File: src/rtl/slnr_pkg.sv
`timescale 1ns / 1ps
package slnr_pkg;

	localparam int unsigned LEN_W        = 24;
	localparam int unsigned MIX_W        = 18;
	localparam int unsigned RATE_W       = 16;
	localparam int unsigned DLEN_W       = 32;
	localparam int unsigned ACC_W        = 48;
	localparam int unsigned PROD_W       = LEN_W + MIX_W;
	localparam int unsigned MAX_UPSAMPLE = 63;
	localparam int unsigned NEMIT_W      = 6;

	localparam logic [MIX_W-1:0]  MIX_RESET   = 18'd44100;
	localparam logic [7:0]        FMT_BYTE0   = 8'h03;
	localparam logic [7:0]        FMT_BYTE1   = 8'h00;
	localparam logic [LEN_W-1:0]  POS_FMT0    = 24'd0;
	localparam logic [LEN_W-1:0]  POS_FMT1    = 24'd1;
	localparam logic [LEN_W-1:0]  POS_RATE_LO = 24'd2;
	localparam logic [LEN_W-1:0]  POS_RATE_HI = 24'd3;
	localparam logic [LEN_W-1:0]  POS_LEN0    = 24'd4;
	localparam logic [LEN_W-1:0]  POS_LEN1    = 24'd5;
	localparam logic [LEN_W-1:0]  POS_LEN2    = 24'd6;
	localparam logic [LEN_W-1:0]  POS_LEN3    = 24'd7;
	localparam logic [LEN_W-1:0]  HDR_BYTES   = 24'd24;
	localparam logic [LEN_W-1:0]  MIN_SIZE    = 24'd8;
	localparam logic [DLEN_W-1:0] MIN_LEN     = 32'd48;
	localparam logic [DLEN_W-1:0] LEN_SKIP    = 32'd32;

	typedef enum logic [1:0] {
		KIND_SAMPLE = 2'd0,
		KIND_FIN    = 2'd1,
		KIND_BAD    = 2'd2,
		KIND_RATE   = 2'd3
	} kind_t;

	typedef enum logic [1:0] {
		PH_IDLE   = 2'd0,
		PH_HEADER = 2'd1,
		PH_DATA   = 2'd2
	} phase_t;

	typedef enum logic [3:0] {
		ST_ACCEPT,
		ST_START,
		ST_DECODE,
		ST_LEN,
		ST_MUL,
		ST_DIV1,
		ST_WAIT1,
		ST_TAKE_E,
		ST_DIV2,
		ST_WAIT2,
		ST_TAKE_R,
		ST_EMIT,
		ST_FIN,
		ST_REJECT
	} state_t;

	typedef struct packed {
		logic   accept;
		logic   start;
		logic   hdr_step;
		logic   len_sub;
		logic   mul;
		logic   div_e;
		logic   div_r;
		logic   take_e;
		logic   take_r;
		logic   data_begin;
		logic   emit_sample;
		logic   emit_single;
		kind_t  kind;
	} cmd_t;

	typedef struct packed {
		logic   in_valid;
		logic   first;
		logic   size_short;
		phase_t phase;
		logic   hdr_bad;
		logic   hdr_at_len;
		logic   len_bad;
		logic   src_zero;
		logic   div_done;
		logic   e_bad;
		logic   r_bad;
		logic   more;
		logic   is_fin;
		logic   slot_free;
	} status_t;

endpackage

File: src/rtl/slnr_in_if.sv
`timescale 1ns / 1ps
interface slnr_in_if;
	logic        valid;
	logic        ready;
	logic [7:0]  lump_byte;
	logic        first_byte;
	logic [23:0] lump_size;

	modport source (output valid, lump_byte, first_byte, lump_size, input ready);
	modport sink (input valid, lump_byte, first_byte, lump_size, output ready);
endinterface

File: src/rtl/slnr_out_if.sv
`timescale 1ns / 1ps
interface slnr_out_if;
	logic               valid;
	logic               ready;
	logic [1:0]         kind;
	logic signed [7:0]  sample;
	logic [23:0]        sample_index;
	logic               last;

	modport source (output valid, kind, sample, sample_index, last, input ready);
	modport sink (input valid, kind, sample, sample_index, last, output ready);
endinterface

File: src/rtl/slnr_div.sv
`timescale 1ns / 1ps
module slnr_div (
	input  logic                             clk,
	input  logic                             arst_n,
	input  logic                             start,
	input  logic [slnr_pkg::PROD_W-1:0]      num,
	input  logic [slnr_pkg::LEN_W-1:0]       den,
	output logic                             done,
	output logic [slnr_pkg::PROD_W-1:0]      quo
);
	localparam int unsigned CNT_W = $clog2(slnr_pkg::PROD_W);
	localparam logic [CNT_W-1:0] CNT_LAST = CNT_W'(slnr_pkg::PROD_W - 1);

	logic [slnr_pkg::LEN_W-1:0]  rem_q;
	logic [slnr_pkg::LEN_W-1:0]  den_q;
	logic [slnr_pkg::PROD_W-1:0] quo_q;
	logic [CNT_W-1:0]            cnt_q;
	logic                        busy_q;
	logic                        done_q;
	logic [slnr_pkg::LEN_W:0]    trial;
	logic                        fits;

	assign trial = {rem_q, quo_q[slnr_pkg::PROD_W-1]};
	assign fits  = trial >= {1'b0, den_q};

	always_ff @(posedge clk or negedge arst_n) begin
		if (!arst_n) begin
			busy_q <= 1'b0;
			done_q <= 1'b0;
			cnt_q  <= '0;
		end else begin
			done_q <= 1'b0;
			if (start) begin
				busy_q <= 1'b1;
				cnt_q  <= '0;
			end else if (busy_q) begin
				cnt_q <= cnt_q + 1'b1;
				if (cnt_q == CNT_LAST) begin
					busy_q <= 1'b0;
					done_q <= 1'b1;
				end
			end
		end
	end

	always_ff @(posedge clk) begin
		if (start) begin
			rem_q <= '0;
			den_q <= den;
			quo_q <= num;
		end else if (busy_q) begin
			rem_q <= fits ? slnr_pkg::LEN_W'(trial - {1'b0, den_q})
			              : trial[slnr_pkg::LEN_W-1:0];
			quo_q <= {quo_q[slnr_pkg::PROD_W-2:0], fits};
		end
	end

	assign done = done_q;
	assign quo  = quo_q;
endmodule

File: src/rtl/slnr_dp.sv
`timescale 1ns / 1ps
module slnr_dp (
	input  logic                          clk,
	input  logic                          arst_n,
	input  slnr_pkg::cmd_t                cmd,
	output slnr_pkg::status_t             st,
	slnr_in_if.sink                       in_ch,
	slnr_out_if.source                    out_ch,
	input  logic                          cfg_we,
	input  logic [slnr_pkg::MIX_W-1:0]    cfg_wdata
);
	logic [slnr_pkg::MIX_W-1:0]   mix_q;
	slnr_pkg::phase_t             phase_q;
	logic [7:0]                   byte_q;
	logic                         first_q;
	logic [slnr_pkg::LEN_W-1:0]   insize_q;
	logic [slnr_pkg::LEN_W-1:0]   pos_q;
	logic [slnr_pkg::LEN_W-1:0]   size_q;
	logic [slnr_pkg::RATE_W-1:0]  src_q;
	logic [slnr_pkg::DLEN_W-1:0]  len_q;
	logic [slnr_pkg::LEN_W-1:0]   exp_q;
	logic [slnr_pkg::DLEN_W-1:0]  step_q;
	logic [slnr_pkg::LEN_W-1:0]   cnt_q;
	logic [slnr_pkg::ACC_W-1:0]   acc_q;
	logic [slnr_pkg::LEN_W-1:0]   k_q;
	logic [slnr_pkg::NEMIT_W-1:0] nemit_q;
	logic [slnr_pkg::PROD_W-1:0]  prod_q;

	logic                         out_valid_q;
	slnr_pkg::kind_t              out_kind_q;
	logic [7:0]                   out_sample_q;
	logic [slnr_pkg::LEN_W-1:0]   out_index_q;
	logic                         out_last_q;

	logic                         div_start;
	logic [slnr_pkg::PROD_W-1:0]  div_num;
	logic [slnr_pkg::LEN_W-1:0]   div_den;
	logic                         div_done;
	logic [slnr_pkg::PROD_W-1:0]  div_quo;

	logic                         in_take;
	logic [slnr_pkg::ACC_W-1:0]   acc_nx;
	logic [slnr_pkg::LEN_W:0]     cnt_nx;
	logic [slnr_pkg::NEMIT_W:0]   nemit_nx;
	logic                         more_nx;
	logic [slnr_pkg::ACC_W-1:0]   r_scaled;

	slnr_div u_div (
		.clk    (clk),
		.arst_n (arst_n),
		.start  (div_start),
		.num    (div_num),
		.den    (div_den),
		.done   (div_done),
		.quo    (div_quo)
	);

	assign div_start = cmd.div_e | cmd.div_r;
	assign div_num   = cmd.div_e ? prod_q
	                             : slnr_pkg::PROD_W'({len_q[slnr_pkg::LEN_W-1:0], 8'h00});
	assign div_den   = cmd.div_e ? slnr_pkg::LEN_W'(src_q) : exp_q;

	assign in_take  = in_ch.valid & cmd.accept;
	assign acc_nx   = acc_q + slnr_pkg::ACC_W'(step_q);
	assign cnt_nx   = {1'b0, cnt_q} + 1'b1;
	assign nemit_nx = {1'b0, nemit_q} + 1'b1;
	assign more_nx  = (cnt_nx < {1'b0, exp_q})
	               && (nemit_nx < (slnr_pkg::NEMIT_W+1)'(slnr_pkg::MAX_UPSAMPLE))
	               && (acc_nx[slnr_pkg::ACC_W-1:8] == (slnr_pkg::ACC_W-8)'(k_q));
	assign r_scaled = slnr_pkg::ACC_W'(div_quo) * slnr_pkg::ACC_W'(slnr_pkg::MAX_UPSAMPLE);

	always_comb begin
		st            = '0;
		st.in_valid   = in_ch.valid;
		st.first      = first_q;
		st.size_short = insize_q < slnr_pkg::MIN_SIZE;
		st.phase      = phase_q;
		st.hdr_bad    = ((pos_q == slnr_pkg::POS_FMT0) && (byte_q != slnr_pkg::FMT_BYTE0))
		             || ((pos_q == slnr_pkg::POS_FMT1) && (byte_q != slnr_pkg::FMT_BYTE1));
		st.hdr_at_len = pos_q == slnr_pkg::POS_LEN3;
		st.len_bad    = (len_q > slnr_pkg::DLEN_W'(size_q - slnr_pkg::MIN_SIZE))
		             || (len_q <= slnr_pkg::MIN_LEN);
		st.src_zero   = src_q == '0;
		st.div_done   = div_done;
		st.e_bad      = (div_quo == '0) || (div_quo[slnr_pkg::PROD_W-1:slnr_pkg::LEN_W] != '0);
		st.r_bad      = r_scaled < slnr_pkg::ACC_W'(256);
		st.more       = (cnt_q < exp_q)
		             && (nemit_q < slnr_pkg::NEMIT_W'(slnr_pkg::MAX_UPSAMPLE))
		             && (acc_q[slnr_pkg::ACC_W-1:8] == (slnr_pkg::ACC_W-8)'(k_q));
		st.is_fin     = ({9'b0, k_q} + 33'd1) >= {1'b0, len_q};
		st.slot_free  = !out_valid_q || out_ch.ready;
	end

	always_ff @(posedge clk or negedge arst_n) begin
		if (!arst_n) begin
			mix_q       <= slnr_pkg::MIX_RESET;
			phase_q     <= slnr_pkg::PH_IDLE;
			out_valid_q <= 1'b0;
		end else begin
			if (cfg_we) begin
				mix_q <= cfg_wdata;
			end
			if (cmd.start) begin
				phase_q <= slnr_pkg::PH_HEADER;
			end else if (cmd.emit_single) begin
				phase_q <= slnr_pkg::PH_IDLE;
			end else if (cmd.hdr_step && pos_q == slnr_pkg::HDR_BYTES - 1'b1) begin
				phase_q <= slnr_pkg::PH_DATA;
			end
			if (cmd.emit_sample || cmd.emit_single) begin
				out_valid_q <= 1'b1;
			end else if (out_ch.ready) begin
				out_valid_q <= 1'b0;
			end
		end
	end

	always_ff @(posedge clk) begin
		if (in_take) begin
			byte_q   <= in_ch.lump_byte;
			first_q  <= in_ch.first_byte;
			insize_q <= in_ch.lump_size;
		end
		if (cmd.start) begin
			pos_q  <= '0;
			size_q <= insize_q;
			src_q  <= '0;
			len_q  <= '0;
			exp_q  <= '0;
			step_q <= '0;
			cnt_q  <= '0;
			acc_q  <= '0;
		end
		if (cmd.hdr_step) begin
			pos_q <= pos_q + 1'b1;
			case (pos_q)
				slnr_pkg::POS_RATE_LO: src_q[7:0]   <= byte_q;
				slnr_pkg::POS_RATE_HI: src_q[15:8]  <= byte_q;
				slnr_pkg::POS_LEN0:    len_q[7:0]   <= byte_q;
				slnr_pkg::POS_LEN1:    len_q[15:8]  <= byte_q;
				slnr_pkg::POS_LEN2:    len_q[23:16] <= byte_q;
				slnr_pkg::POS_LEN3:    len_q[31:24] <= byte_q;
				default: ;
			endcase
		end
		if (cmd.len_sub) begin
			len_q <= len_q - slnr_pkg::LEN_SKIP;
		end
		if (cmd.mul) begin
			prod_q <= slnr_pkg::PROD_W'(len_q[slnr_pkg::LEN_W-1:0])
			        * slnr_pkg::PROD_W'(mix_q);
		end
		if (cmd.take_e) begin
			exp_q <= div_quo[slnr_pkg::LEN_W-1:0];
		end
		if (cmd.take_r) begin
			step_q <= div_quo[slnr_pkg::DLEN_W-1:0];
		end
		if (cmd.data_begin) begin
			k_q     <= pos_q - slnr_pkg::HDR_BYTES;
			pos_q   <= pos_q + 1'b1;
			nemit_q <= '0;
		end
		if (cmd.emit_sample) begin
			out_kind_q   <= slnr_pkg::KIND_SAMPLE;
			out_sample_q <= byte_q ^ 8'h80;
			out_index_q  <= cnt_q;
			out_last_q   <= !more_nx && !st.is_fin;
			cnt_q        <= cnt_nx[slnr_pkg::LEN_W-1:0];
			nemit_q      <= nemit_nx[slnr_pkg::NEMIT_W-1:0];
			acc_q        <= acc_nx;
		end else if (cmd.emit_single) begin
			out_kind_q   <= cmd.kind;
			out_sample_q <= '0;
			out_index_q  <= '0;
			out_last_q   <= 1'b1;
		end
	end

	assign in_ch.ready         = cmd.accept;
	assign out_ch.valid        = out_valid_q;
	assign out_ch.kind         = out_kind_q;
	assign out_ch.sample       = out_sample_q;
	assign out_ch.sample_index = out_index_q;
	assign out_ch.last         = out_last_q;

	a_emit_slot: assert property (@(posedge clk) disable iff (!arst_n)
		(cmd.emit_sample || cmd.emit_single) |-> st.slot_free)
		else $error("result loaded over a waiting result");
	a_cnt_bound: assert property (@(posedge clk) disable iff (!arst_n)
		(phase_q == slnr_pkg::PH_DATA && cmd.emit_sample) |=> cnt_q <= exp_q)
		else $error("output count passed expanded length");
	a_nemit_bound: assert property (@(posedge clk) disable iff (!arst_n)
		cmd.emit_sample |=> nemit_q <= slnr_pkg::NEMIT_W'(slnr_pkg::MAX_UPSAMPLE))
		else $error("too many samples for one byte");
	a_single_last: assert property (@(posedge clk) disable iff (!arst_n)
		cmd.emit_single |=> out_valid_q && out_last_q)
		else $error("status result without last");
endmodule

File: src/rtl/slnr_ctrl.sv
`timescale 1ns / 1ps
module slnr_ctrl (
	input  logic                 clk,
	input  logic                 arst_n,
	input  slnr_pkg::status_t    st,
	output slnr_pkg::cmd_t       cmd
);
	slnr_pkg::state_t state_q, state_d;
	slnr_pkg::kind_t  rej_kind_q, rej_kind_d;

	always_ff @(posedge clk or negedge arst_n) begin
		if (!arst_n) begin
			state_q    <= slnr_pkg::ST_ACCEPT;
			rej_kind_q <= slnr_pkg::KIND_BAD;
		end else begin
			state_q    <= state_d;
			rej_kind_q <= rej_kind_d;
		end
	end

	always_comb begin
		state_d    = state_q;
		rej_kind_d = rej_kind_q;
		cmd        = '0;
		cmd.kind   = (state_q == slnr_pkg::ST_FIN) ? slnr_pkg::KIND_FIN : rej_kind_q;
		case (state_q)
			slnr_pkg::ST_ACCEPT: begin
				cmd.accept = 1'b1;
				if (st.in_valid) begin
					state_d = slnr_pkg::ST_START;
				end
			end
			slnr_pkg::ST_START: begin
				if (st.first) begin
					cmd.start = 1'b1;
					if (st.size_short) begin
						rej_kind_d = slnr_pkg::KIND_BAD;
						state_d    = slnr_pkg::ST_REJECT;
					end else begin
						state_d = slnr_pkg::ST_DECODE;
					end
				end else begin
					state_d = slnr_pkg::ST_DECODE;
				end
			end
			slnr_pkg::ST_DECODE: begin
				case (st.phase)
					slnr_pkg::PH_HEADER: begin
						cmd.hdr_step = 1'b1;
						if (st.hdr_bad) begin
							rej_kind_d = slnr_pkg::KIND_BAD;
							state_d    = slnr_pkg::ST_REJECT;
						end else if (st.hdr_at_len) begin
							state_d = slnr_pkg::ST_LEN;
						end else begin
							state_d = slnr_pkg::ST_ACCEPT;
						end
					end
					slnr_pkg::PH_DATA: begin
						cmd.data_begin = 1'b1;
						state_d        = slnr_pkg::ST_EMIT;
					end
					default: state_d = slnr_pkg::ST_ACCEPT;
				endcase
			end
			slnr_pkg::ST_LEN: begin
				if (st.len_bad) begin
					rej_kind_d = slnr_pkg::KIND_BAD;
					state_d    = slnr_pkg::ST_REJECT;
				end else if (st.src_zero) begin
					rej_kind_d = slnr_pkg::KIND_RATE;
					state_d    = slnr_pkg::ST_REJECT;
				end else begin
					cmd.len_sub = 1'b1;
					state_d     = slnr_pkg::ST_MUL;
				end
			end
			slnr_pkg::ST_MUL: begin
				cmd.mul = 1'b1;
				state_d = slnr_pkg::ST_DIV1;
			end
			slnr_pkg::ST_DIV1: begin
				cmd.div_e = 1'b1;
				state_d   = slnr_pkg::ST_WAIT1;
			end
			slnr_pkg::ST_WAIT1: begin
				if (st.div_done) begin
					state_d = slnr_pkg::ST_TAKE_E;
				end
			end
			slnr_pkg::ST_TAKE_E: begin
				if (st.e_bad) begin
					rej_kind_d = slnr_pkg::KIND_RATE;
					state_d    = slnr_pkg::ST_REJECT;
				end else begin
					cmd.take_e = 1'b1;
					state_d    = slnr_pkg::ST_DIV2;
				end
			end
			slnr_pkg::ST_DIV2: begin
				cmd.div_r = 1'b1;
				state_d   = slnr_pkg::ST_WAIT2;
			end
			slnr_pkg::ST_WAIT2: begin
				if (st.div_done) begin
					state_d = slnr_pkg::ST_TAKE_R;
				end
			end
			slnr_pkg::ST_TAKE_R: begin
				if (st.r_bad) begin
					rej_kind_d = slnr_pkg::KIND_RATE;
					state_d    = slnr_pkg::ST_REJECT;
				end else begin
					cmd.take_r = 1'b1;
					state_d    = slnr_pkg::ST_ACCEPT;
				end
			end
			slnr_pkg::ST_EMIT: begin
				if (st.more) begin
					cmd.emit_sample = st.slot_free;
				end else if (st.is_fin) begin
					state_d = slnr_pkg::ST_FIN;
				end else begin
					state_d = slnr_pkg::ST_ACCEPT;
				end
			end
			slnr_pkg::ST_FIN, slnr_pkg::ST_REJECT: begin
				if (st.slot_free) begin
					cmd.emit_single = 1'b1;
					state_d         = slnr_pkg::ST_ACCEPT;
				end
			end
			default: state_d = slnr_pkg::ST_ACCEPT;
		endcase
	end

	a_accept_only_idle: assert property (@(posedge clk) disable iff (!arst_n)
		cmd.accept |-> (state_q == slnr_pkg::ST_ACCEPT))
		else $error("request taken outside accept state");
	a_take_after_done: assert property (@(posedge clk) disable iff (!arst_n)
		(state_q == slnr_pkg::ST_TAKE_E || state_q == slnr_pkg::ST_TAKE_R)
		|-> $past(st.div_done))
		else $error("quotient used before divider finished");
	a_status_exit: assert property (@(posedge clk) disable iff (!arst_n)
		cmd.emit_single |=> state_q == slnr_pkg::ST_ACCEPT)
		else $error("status result did not end the request");
endmodule

File: src/rtl/sound_lump_nearest_resampler_core.sv
`timescale 1ns / 1ps
// channel  dir  payload                                   handshake
// in_ch    in   lump_byte, first_byte, lump_size          valid / ready
// out_ch   out  kind, sample, sample_index, last          valid / ready
// cfg      in   cfg_wdata (mixer_rate)                    cfg_we
//
// one request at a time via accept, start and decode states; a data byte then emits its samples in emit
// the last length byte of the header runs one multiply and two 42-step serial divides
// a finished lump or a rejection waits in its status state until the output slot takes the status result
// results sit in a single output register; a stalled sink holds the sample loop
// arst_n clears the controller, divider, phase and output valid; mixer_rate returns to 44100
module sound_lump_nearest_resampler_core (
	input  logic                        clk,
	input  logic                        arst_n,
	slnr_in_if.sink                     in_ch,
	slnr_out_if.source                  out_ch,
	input  logic                        cfg_we,
	input  logic [slnr_pkg::MIX_W-1:0]  cfg_wdata
);
	slnr_pkg::cmd_t    cmd;
	slnr_pkg::status_t st;

	slnr_ctrl u_ctrl (
		.clk    (clk),
		.arst_n (arst_n),
		.st     (st),
		.cmd    (cmd)
	);

	slnr_dp u_dp (
		.clk       (clk),
		.arst_n    (arst_n),
		.cmd       (cmd),
		.st        (st),
		.in_ch     (in_ch),
		.out_ch    (out_ch),
		.cfg_we    (cfg_we),
		.cfg_wdata (cfg_wdata)
	);
endmodule
File: src/flat_wrapper.sv
// flat-port wrapper written by rule: the top's interface ports become plain ports
module sound_lump_nearest_resampler_core_flat 
  (clk, arst_n, cfg_we, cfg_wdata, in_ch_valid, in_ch_lump_byte, in_ch_first_byte, in_ch_lump_size, in_ch_ready, out_ch_valid, out_ch_kind, out_ch_sample, out_ch_sample_index, out_ch_last, out_ch_ready);
  slnr_in_if in_ch_i ();
  slnr_out_if out_ch_i ();
  input  logic clk;
  input  logic arst_n;
  input  logic cfg_we;
  input  logic [slnr_pkg::MIX_W-1:0] cfg_wdata;
  input wire logic [$bits(in_ch_i.valid)-1:0] in_ch_valid;
  input wire logic [$bits(in_ch_i.lump_byte)-1:0] in_ch_lump_byte;
  input wire logic [$bits(in_ch_i.first_byte)-1:0] in_ch_first_byte;
  input wire logic [$bits(in_ch_i.lump_size)-1:0] in_ch_lump_size;
  output wire logic [$bits(in_ch_i.ready)-1:0] in_ch_ready;
  output wire logic [$bits(out_ch_i.valid)-1:0] out_ch_valid;
  output wire logic [$bits(out_ch_i.kind)-1:0] out_ch_kind;
  output wire logic [$bits(out_ch_i.sample)-1:0] out_ch_sample;
  output wire logic [$bits(out_ch_i.sample_index)-1:0] out_ch_sample_index;
  output wire logic [$bits(out_ch_i.last)-1:0] out_ch_last;
  input wire logic [$bits(out_ch_i.ready)-1:0] out_ch_ready;
  assign in_ch_i.valid = in_ch_valid;
  assign in_ch_i.lump_byte = in_ch_lump_byte;
  assign in_ch_i.first_byte = in_ch_first_byte;
  assign in_ch_i.lump_size = in_ch_lump_size;
  assign in_ch_ready = in_ch_i.ready;
  assign out_ch_valid = out_ch_i.valid;
  assign out_ch_kind = out_ch_i.kind;
  assign out_ch_sample = out_ch_i.sample;
  assign out_ch_sample_index = out_ch_i.sample_index;
  assign out_ch_last = out_ch_i.last;
  assign out_ch_i.ready = out_ch_ready;
  sound_lump_nearest_resampler_core u_core (.clk(clk), .arst_n(arst_n), .in_ch(in_ch_i), .out_ch(out_ch_i), .cfg_we(cfg_we), .cfg_wdata(cfg_wdata));
endmodule
File: config.mk
export PLATFORM = sky130hd
export DESIGN_NAME = sound_lump_nearest_resampler_core_flat
export DESIGN_NICKNAME = d
export VERILOG_FILES = /design/src/rtl/slnr_pkg.sv /design/src/rtl/slnr_in_if.sv /design/src/rtl/slnr_out_if.sv /design/src/rtl/slnr_div.sv /design/src/rtl/slnr_dp.sv /design/src/rtl/slnr_ctrl.sv /design/src/rtl/sound_lump_nearest_resampler_core.sv /design/src/flat_wrapper.sv
export SDC_FILE = /design/constraint.sdc
export NUM_CORES = 2
export LEC_CHECK = 0
export ABC_AREA = 1
export BUFFER_PORTS_ARGS = -buffer_cell sky130_fd_sc_hd__clkbuf_2
export CELL_PAD_IN_SITES_DETAIL_PLACEMENT = 1
export CELL_PAD_IN_SITES_GLOBAL_PLACEMENT = 1
export CORE_ASPECT_RATIO = 1.5
export CORE_UTILIZATION = 45
export CTS_CLUSTER_DIAMETER = 50
export CTS_CLUSTER_SIZE = 24
export DETAILED_ROUTE_END_ITERATION = 12
export HOLD_SLACK_MARGIN = 0.15
export PLACE_DENSITY_LB_ADDON = 0.1
export SKIP_LAST_GASP = 1
export SYNTH_ARGS = -nofsm -noshare
export SYNTH_HDL_FRONTEND = slang
export SYNTH_SLANG_ARGS = --single-unit
File: constraint.sdc
create_clock -name clk -period 6.2 [get_ports clk]
set_input_delay 0.31 -clock clk [delete_from_list [all_inputs] [get_ports clk]]
set_output_delay 0.31 -clock clk [all_outputs]
set_load 0.01 [all_outputs]
### Word level (Yosys, flattened, before mapping)

Index checks and enable logic that the tools add are counted.
W data, S select, Z words.

* $add $sub $neg: 10
* multipliers: 2
* div/mod/pow operators: 0
* magnitude comparators: 10
* eq/ne operators: 39
* shifts and indexed selects: 0
* muxes and demuxes: 93
* bitwise logic cells: 3
* reductions and logical operators: 35

Operators with widths (count)
* $mux W24: 8
* $mux W32: 5
* $mux W42: 3
* $eq A24 B3 Y1 const B: 4
* $mux W48: 2
* $eq A40 B24 Y1: 2
* $mux W8: 8
* $pmux W4 S13: 1
* $add A24 B1 Y25 const B: 2
* $add A48 B32 Y48: 1
* $eq A24 B2 Y1 const B: 2
* $lt A48 B9 Y1 const B: 1
* $mul A42 B6 Y48 const B: 1
* $mux W16: 3
* $mux W4: 12
* $logic_not A42 Y1: 1
* $mul A24 B18 Y42: 1
* $ge A25 B32 Y1: 1
* $gt A32 B32 Y1: 1
* $le A32 B6 Y1 const B: 1
* $sub A32 B6 Y32 const B: 1
* $mux W1: 31
* $mux W2: 13
* $ge A25 B24 Y1: 1
* 45 further kinds: 86

* bits in registers: 489
* latch bits: 0
* bits in writable memories: 0
* memory bits (read-only): 0
* input port bits: 56
* output and inout port bits: 37
* word-level logic and storage cells: 222
* memories: 0

### Depth between registers and ports, before layout

* depth after elaboration: 7
* gate-level depth with buffers: 30
* gate-level depth less buffers: 30

### Hierarchy

From an unflattened synthesis, not the netlist that was laid out.

* cell total of the unflattened synthesis: 6832
* area total of the unflattened synthesis: 51852.2 um^2

By module, submodules not included
* slnr_dp: times used 1, cells an instance 5861, area each 45109.5 um^2, sequential area each 11013.1 um^2
* slnr_div: times used 1, cells an instance 825, area each 5963.2 um^2, sequential area each 2662.6 um^2
* slnr_ctrl: times used 1, cells an instance 146, area each 779.5 um^2, sequential area each 125.1 um^2

### Worst setup path before layout

OpenSTA, ideal clock, no wires.

* kind: register to register
* start point: register u_core.u_dp.mix_q[11] (netlist name)
* end point: register u_core.u_dp.prod_q[37] (netlist name) (data pin)
* setup time: 0.259 ns
* arrival time: 6.065 ns
* data required time: 5.941 ns
* setup slack: -0.124 ns
* stages on the path, launching flop included: 28
* buffers on the path: 2
* period minus slack after synthesis: 6.324 ns
* path through: dfstp_2 -> clkbuf_1 -> clkbuf_1 -> nand2_1 -> fa_1 -> inv_1 -> fa_1 -> inv_1 -> fa_1 -> inv_1 -> fa_1 -> inv_1 -> fa_1 -> inv_1 -> fa_1 -> ha_1 -> a21oi_1 -> inv_1 -> a21oi_1 -> nor2_1 -> nor3_1 -> o21ai_0 -> a21oi_1 -> o21ai_0 -> a21o_1 -> nand3_1 -> nand2_1 -> xor2_1

* word-level cells in the longest chain between the ends: 1

RTL lines
* from (decl): RTL line slnr_dp.sv:12 `logic [slnr_pkg::MIX_W-1:0] mix_q;`
* from (signal assigned): RTL line slnr_dp.sv:96 `mix_q <= slnr_pkg::MIX_RESET;`
* from (signal assigned): RTL line slnr_dp.sv:101 `mix_q <= cfg_wdata;`
* $mul A24 B18 Y42: RTL line slnr_dp.sv:151 `* slnr_pkg::PROD_W'(mix_q);`
* to (signal assigned): RTL line slnr_dp.sv:150 `prod_q <= slnr_pkg::PROD_W'(len_q[slnr_pkg::LEN_W-1:0])`
* to (decl): RTL line slnr_dp.sv:27 `logic [slnr_pkg::PROD_W-1:0] prod_q;`

No other way between the ends.
A chain may end at the register's enable or synchronous reset.

### Worst setup path in the final report

* start point: register u_core.u_dp.mix_q[6] (netlist name)
* end point: register u_core.u_dp.prod_q[37] (netlist name) (data pin)

The elaborated chain is that of the path after synthesis.

==> flow_summary.ini <==
[route]
routedWlPerCell_um = 22.4
totalWireLength_mm = 180
vias = 43100
via_per_inst = 5.38
dr.pass1.iters = 7
drt_iter0_drc = 2178
remaining_drc_errors = 0
ant_nets = 0

[global_route]
grt_pass1_wl_mm = 272
grt_overflow = 0
grt_pass1_vias = 47100
grt_max_degree = 85
antenna_found_initial = 5
grt.total_usage_pct = 32.4

[yosys]
synth_area_per_cell_um2 = 7.95
synthCells = 6265
yosys_register_bits = 488
synth-edff-count = 385
synth_top_cell_area_share_pct = 23.2
syn_area_um2 = 49800
synth_cell_types = 64
async_reset_ff_share_pct = 6.97
yosysSeqAreaShare_pct = 27.7
synth_warnings = 0
synth_area_leaders = edfxtp_1, fa_1, nand2_1
synth_flop_cell = edfxtp_1
yosysTopAreaCell = edfxtp_1

[critical_path]
cp_num_buf_inv = 6
path_delay_family = adder cells
cp_slowest_cell = fa_2
r2r_slack_ns = 0.1
max_stage_delay_ns = 0.59
crit_fanout = 8
cp.required_ns = 6.59
crit_path_end_kind = register
startpoint_type = register
cp_data_arrival_time_ns = 6.49
cp_common_cell = fa_1
criticalPathCategory = register to register

[run_status]
status = finished, final reports clean

[sta]
finalCritPeriodShare_pct = 98.4
relSlewSlack_pct = 20.1
hold_viol_final = 0
finalMaxSlewViolations = 0
setup_viol = 0
rsz0062_at_grt = true
whs_ns = 0.336
timing.fmax_mhz = 164
worst_pin_slew_ns = 1.20
fin_skew_ns = 0.0415
period_minus_slack_ns = 6.10

[die]
die_w_um = 274
dieArea_um2 = 112000
ioPinCount = 93
dieHeight_um = 409
initial_core_util_pct = 45.3
core_um2 = 110000
floorplan.rows = 149

[clock_network]
cts_sinks = 488
cts.path.max_buffers = 3
tritoncts = built
clock_latency_ns = 0.67
htreeDepth = 3
clkTransAtPathRegs_ns = 0.07
clockRootBuffer = clkbuf_16
numCtsBuffers = 69

[layout]
final_cell_area_um2 = 56400
syn_to_final_growth_pct = 13.2
finalNetCount = 7420
num-fill-cells = 13400
drive_gt1_share_pct = 8.48

[place]
gp_congestion = 1.03
placed_cell_area_um2 = 53000
io_buffers = 92
hpwl_mm = 149

[job]
cap_violations = 0

[hold_path]
hold_class = input pin to async pin
## layout by cell type (no fill, tap or decap), types with 15 or more instances in the layout
cell           count
a21oi_1          248
buf_4            176
clkbuf_16         72
clkbuf_2          92
conb_1            15
dfrtp_1           27
dfxtp_1           61
dlygate4sd3_1     52
edfxtp_1         385
fa_1             469
ha_1             354
inv_1           1351
mux2_2            18
nand2_1         1478
nand3_1          235
nand4_1           96
nor2_1           535
nor2_2            16
nor3_1            72
nor4_1            40
o211ai_1          17
o21a_1            17
o21ai_0          227
o221ai_1          31
or2_2             16
xnor2_1           53
xor2_1           133
## repair_timing
item	CTS	global route
hold endpoints to repair	79	0
gates resized for setup	10	78
pin swaps	0	34
setup endpoints to repair	6	17
cloned	0	1
buffers inserted	0	8
hold buffers	52	0
## synthesized netlist by cell type (4+ instances only)
master and count:
inv_2 6, a21oi_1 255, nand2_2 4, o2111ai_1 6
o21ai_1 9, nand4_1 96, clkbuf_1 139, mux2_2 18
xor2_1 134, nand3_1 236, nor2_2 12, buf_1 17
a21o_1 13, o221ai_1 31, a31oi_1 12, buf_2 8
and3_1 4, dfrtp_1 28, and2_1 5, o22ai_1 5
o21bai_1 9, o21a_1 17, nor3_2 9, o31ai_1 11
a211oi_1 7, o21ai_0 233, inv_1 1354, nor4_1 41
xnor2_1 53, dfxtp_1 69, a21boi_0 7, or2_2 16
nor3_1 75, ha_1 367, nor2_4 4, fa_1 472
o211ai_1 17, nand3b_1 13, nor2_1 541, nand2_1 1486
edfxtp_1 385, dfstp_2 6
## cell type report
type	count	area, um2	share of cell area [%]
flip-flops and latches	488	13800	24.5
repair buffers	344	2670	4.73
multi-input cells	4261	30600	54.2
inverters	1361	5110	9.06
diodes	4	10.0	0.0178
clock inverters	50	611	1.08
clock buffers	77	1810	3.21
well taps	1434	1790	3.18
## metal layers
layer / GRT usage, % / wire (um) / vias up
met5: 0 / 11 / -
met4: 21.1 / 13500 / 2
met3: 3.14 / 5710 / 475
met2: 60.9 / 96100 / 989
met1: 33.7 / 64400 / 21500
li1: - / - / 20100
## logic make-up (layout without fill, tap and decap cells)
kind of cell | after synthesis | in the layout | synth area share [%]
AO/OA/AOI/OAI | 644 | 644 | 7.30
XOR/XNOR | 188 | 188 | 3.33
adder cells (fa/ha/maj) | 839 | 839 | 28.2
buffers and inverters | 1530 | 1832 | 11.6
flip-flops | 488 | 488 | 27.7
multiplexers | 18 | 18 | 0.407
other | 1 | 19 | 0.00753
AND/OR/NAND/NOR | 2557 | 2557 | 21.4
## state kept, by name (all words and copies together) (netlist names), 32 cells and up
register / count
u_core.u_dp.acc_q: 48
u_core.u_dp.prod_q: 42
u_core.u_dp.u_div.quo: 42
u_core.u_dp.len_q: 32
u_core.u_dp.step_q: 32
## path summary, 6_finish.rpt
kind	from	endpoint	cells after the start
min in group clk	in_ch_lump_size[1]	u_core.u_dp.insize_q[1]	2
setup / recovery	u_core.u_dp.mix_q[6]	u_core.u_dp.prod_q[37]	25
max in group asynchronous	arst_n	u_core.u_dp.mix_q[8]	3
hold reg to reg	u_core.u_dp.insize_q[0]	u_core.u_dp.size_q[0]	0
hold / removal	arst_n	u_core.u_dp.u_div.cnt_q[0]	3
setup reg to reg	u_core.u_dp.mix_q[6]	u_core.u_dp.prod_q[37]	25
## tightest hold or removal path, delay by kind of cell
family	cells	cell delay, ns
buf+inv	3	1.17
## through the flow
step / setup WS (ns) / TNS [ns] / utilization (%) / std cells
after CTS: -0.0191 / -0.0191 / 51.0 / 8006
after global routing: -0.147 / -0.427 / 51.3 / 8018
after detailed placement: -0.0807 / -0.138 / 48.3 / 7827
final: 0.100 / 0 / 51.4 / 8019
after global placement: -0.0537 / -0.0537 / 48.3 / 7827
after floorplan: 0.0133 / 0 / - / 6279
Power is not shown: default switching activity piles up to over one toggle a cycle in this logic, so the estimate is an artifact.
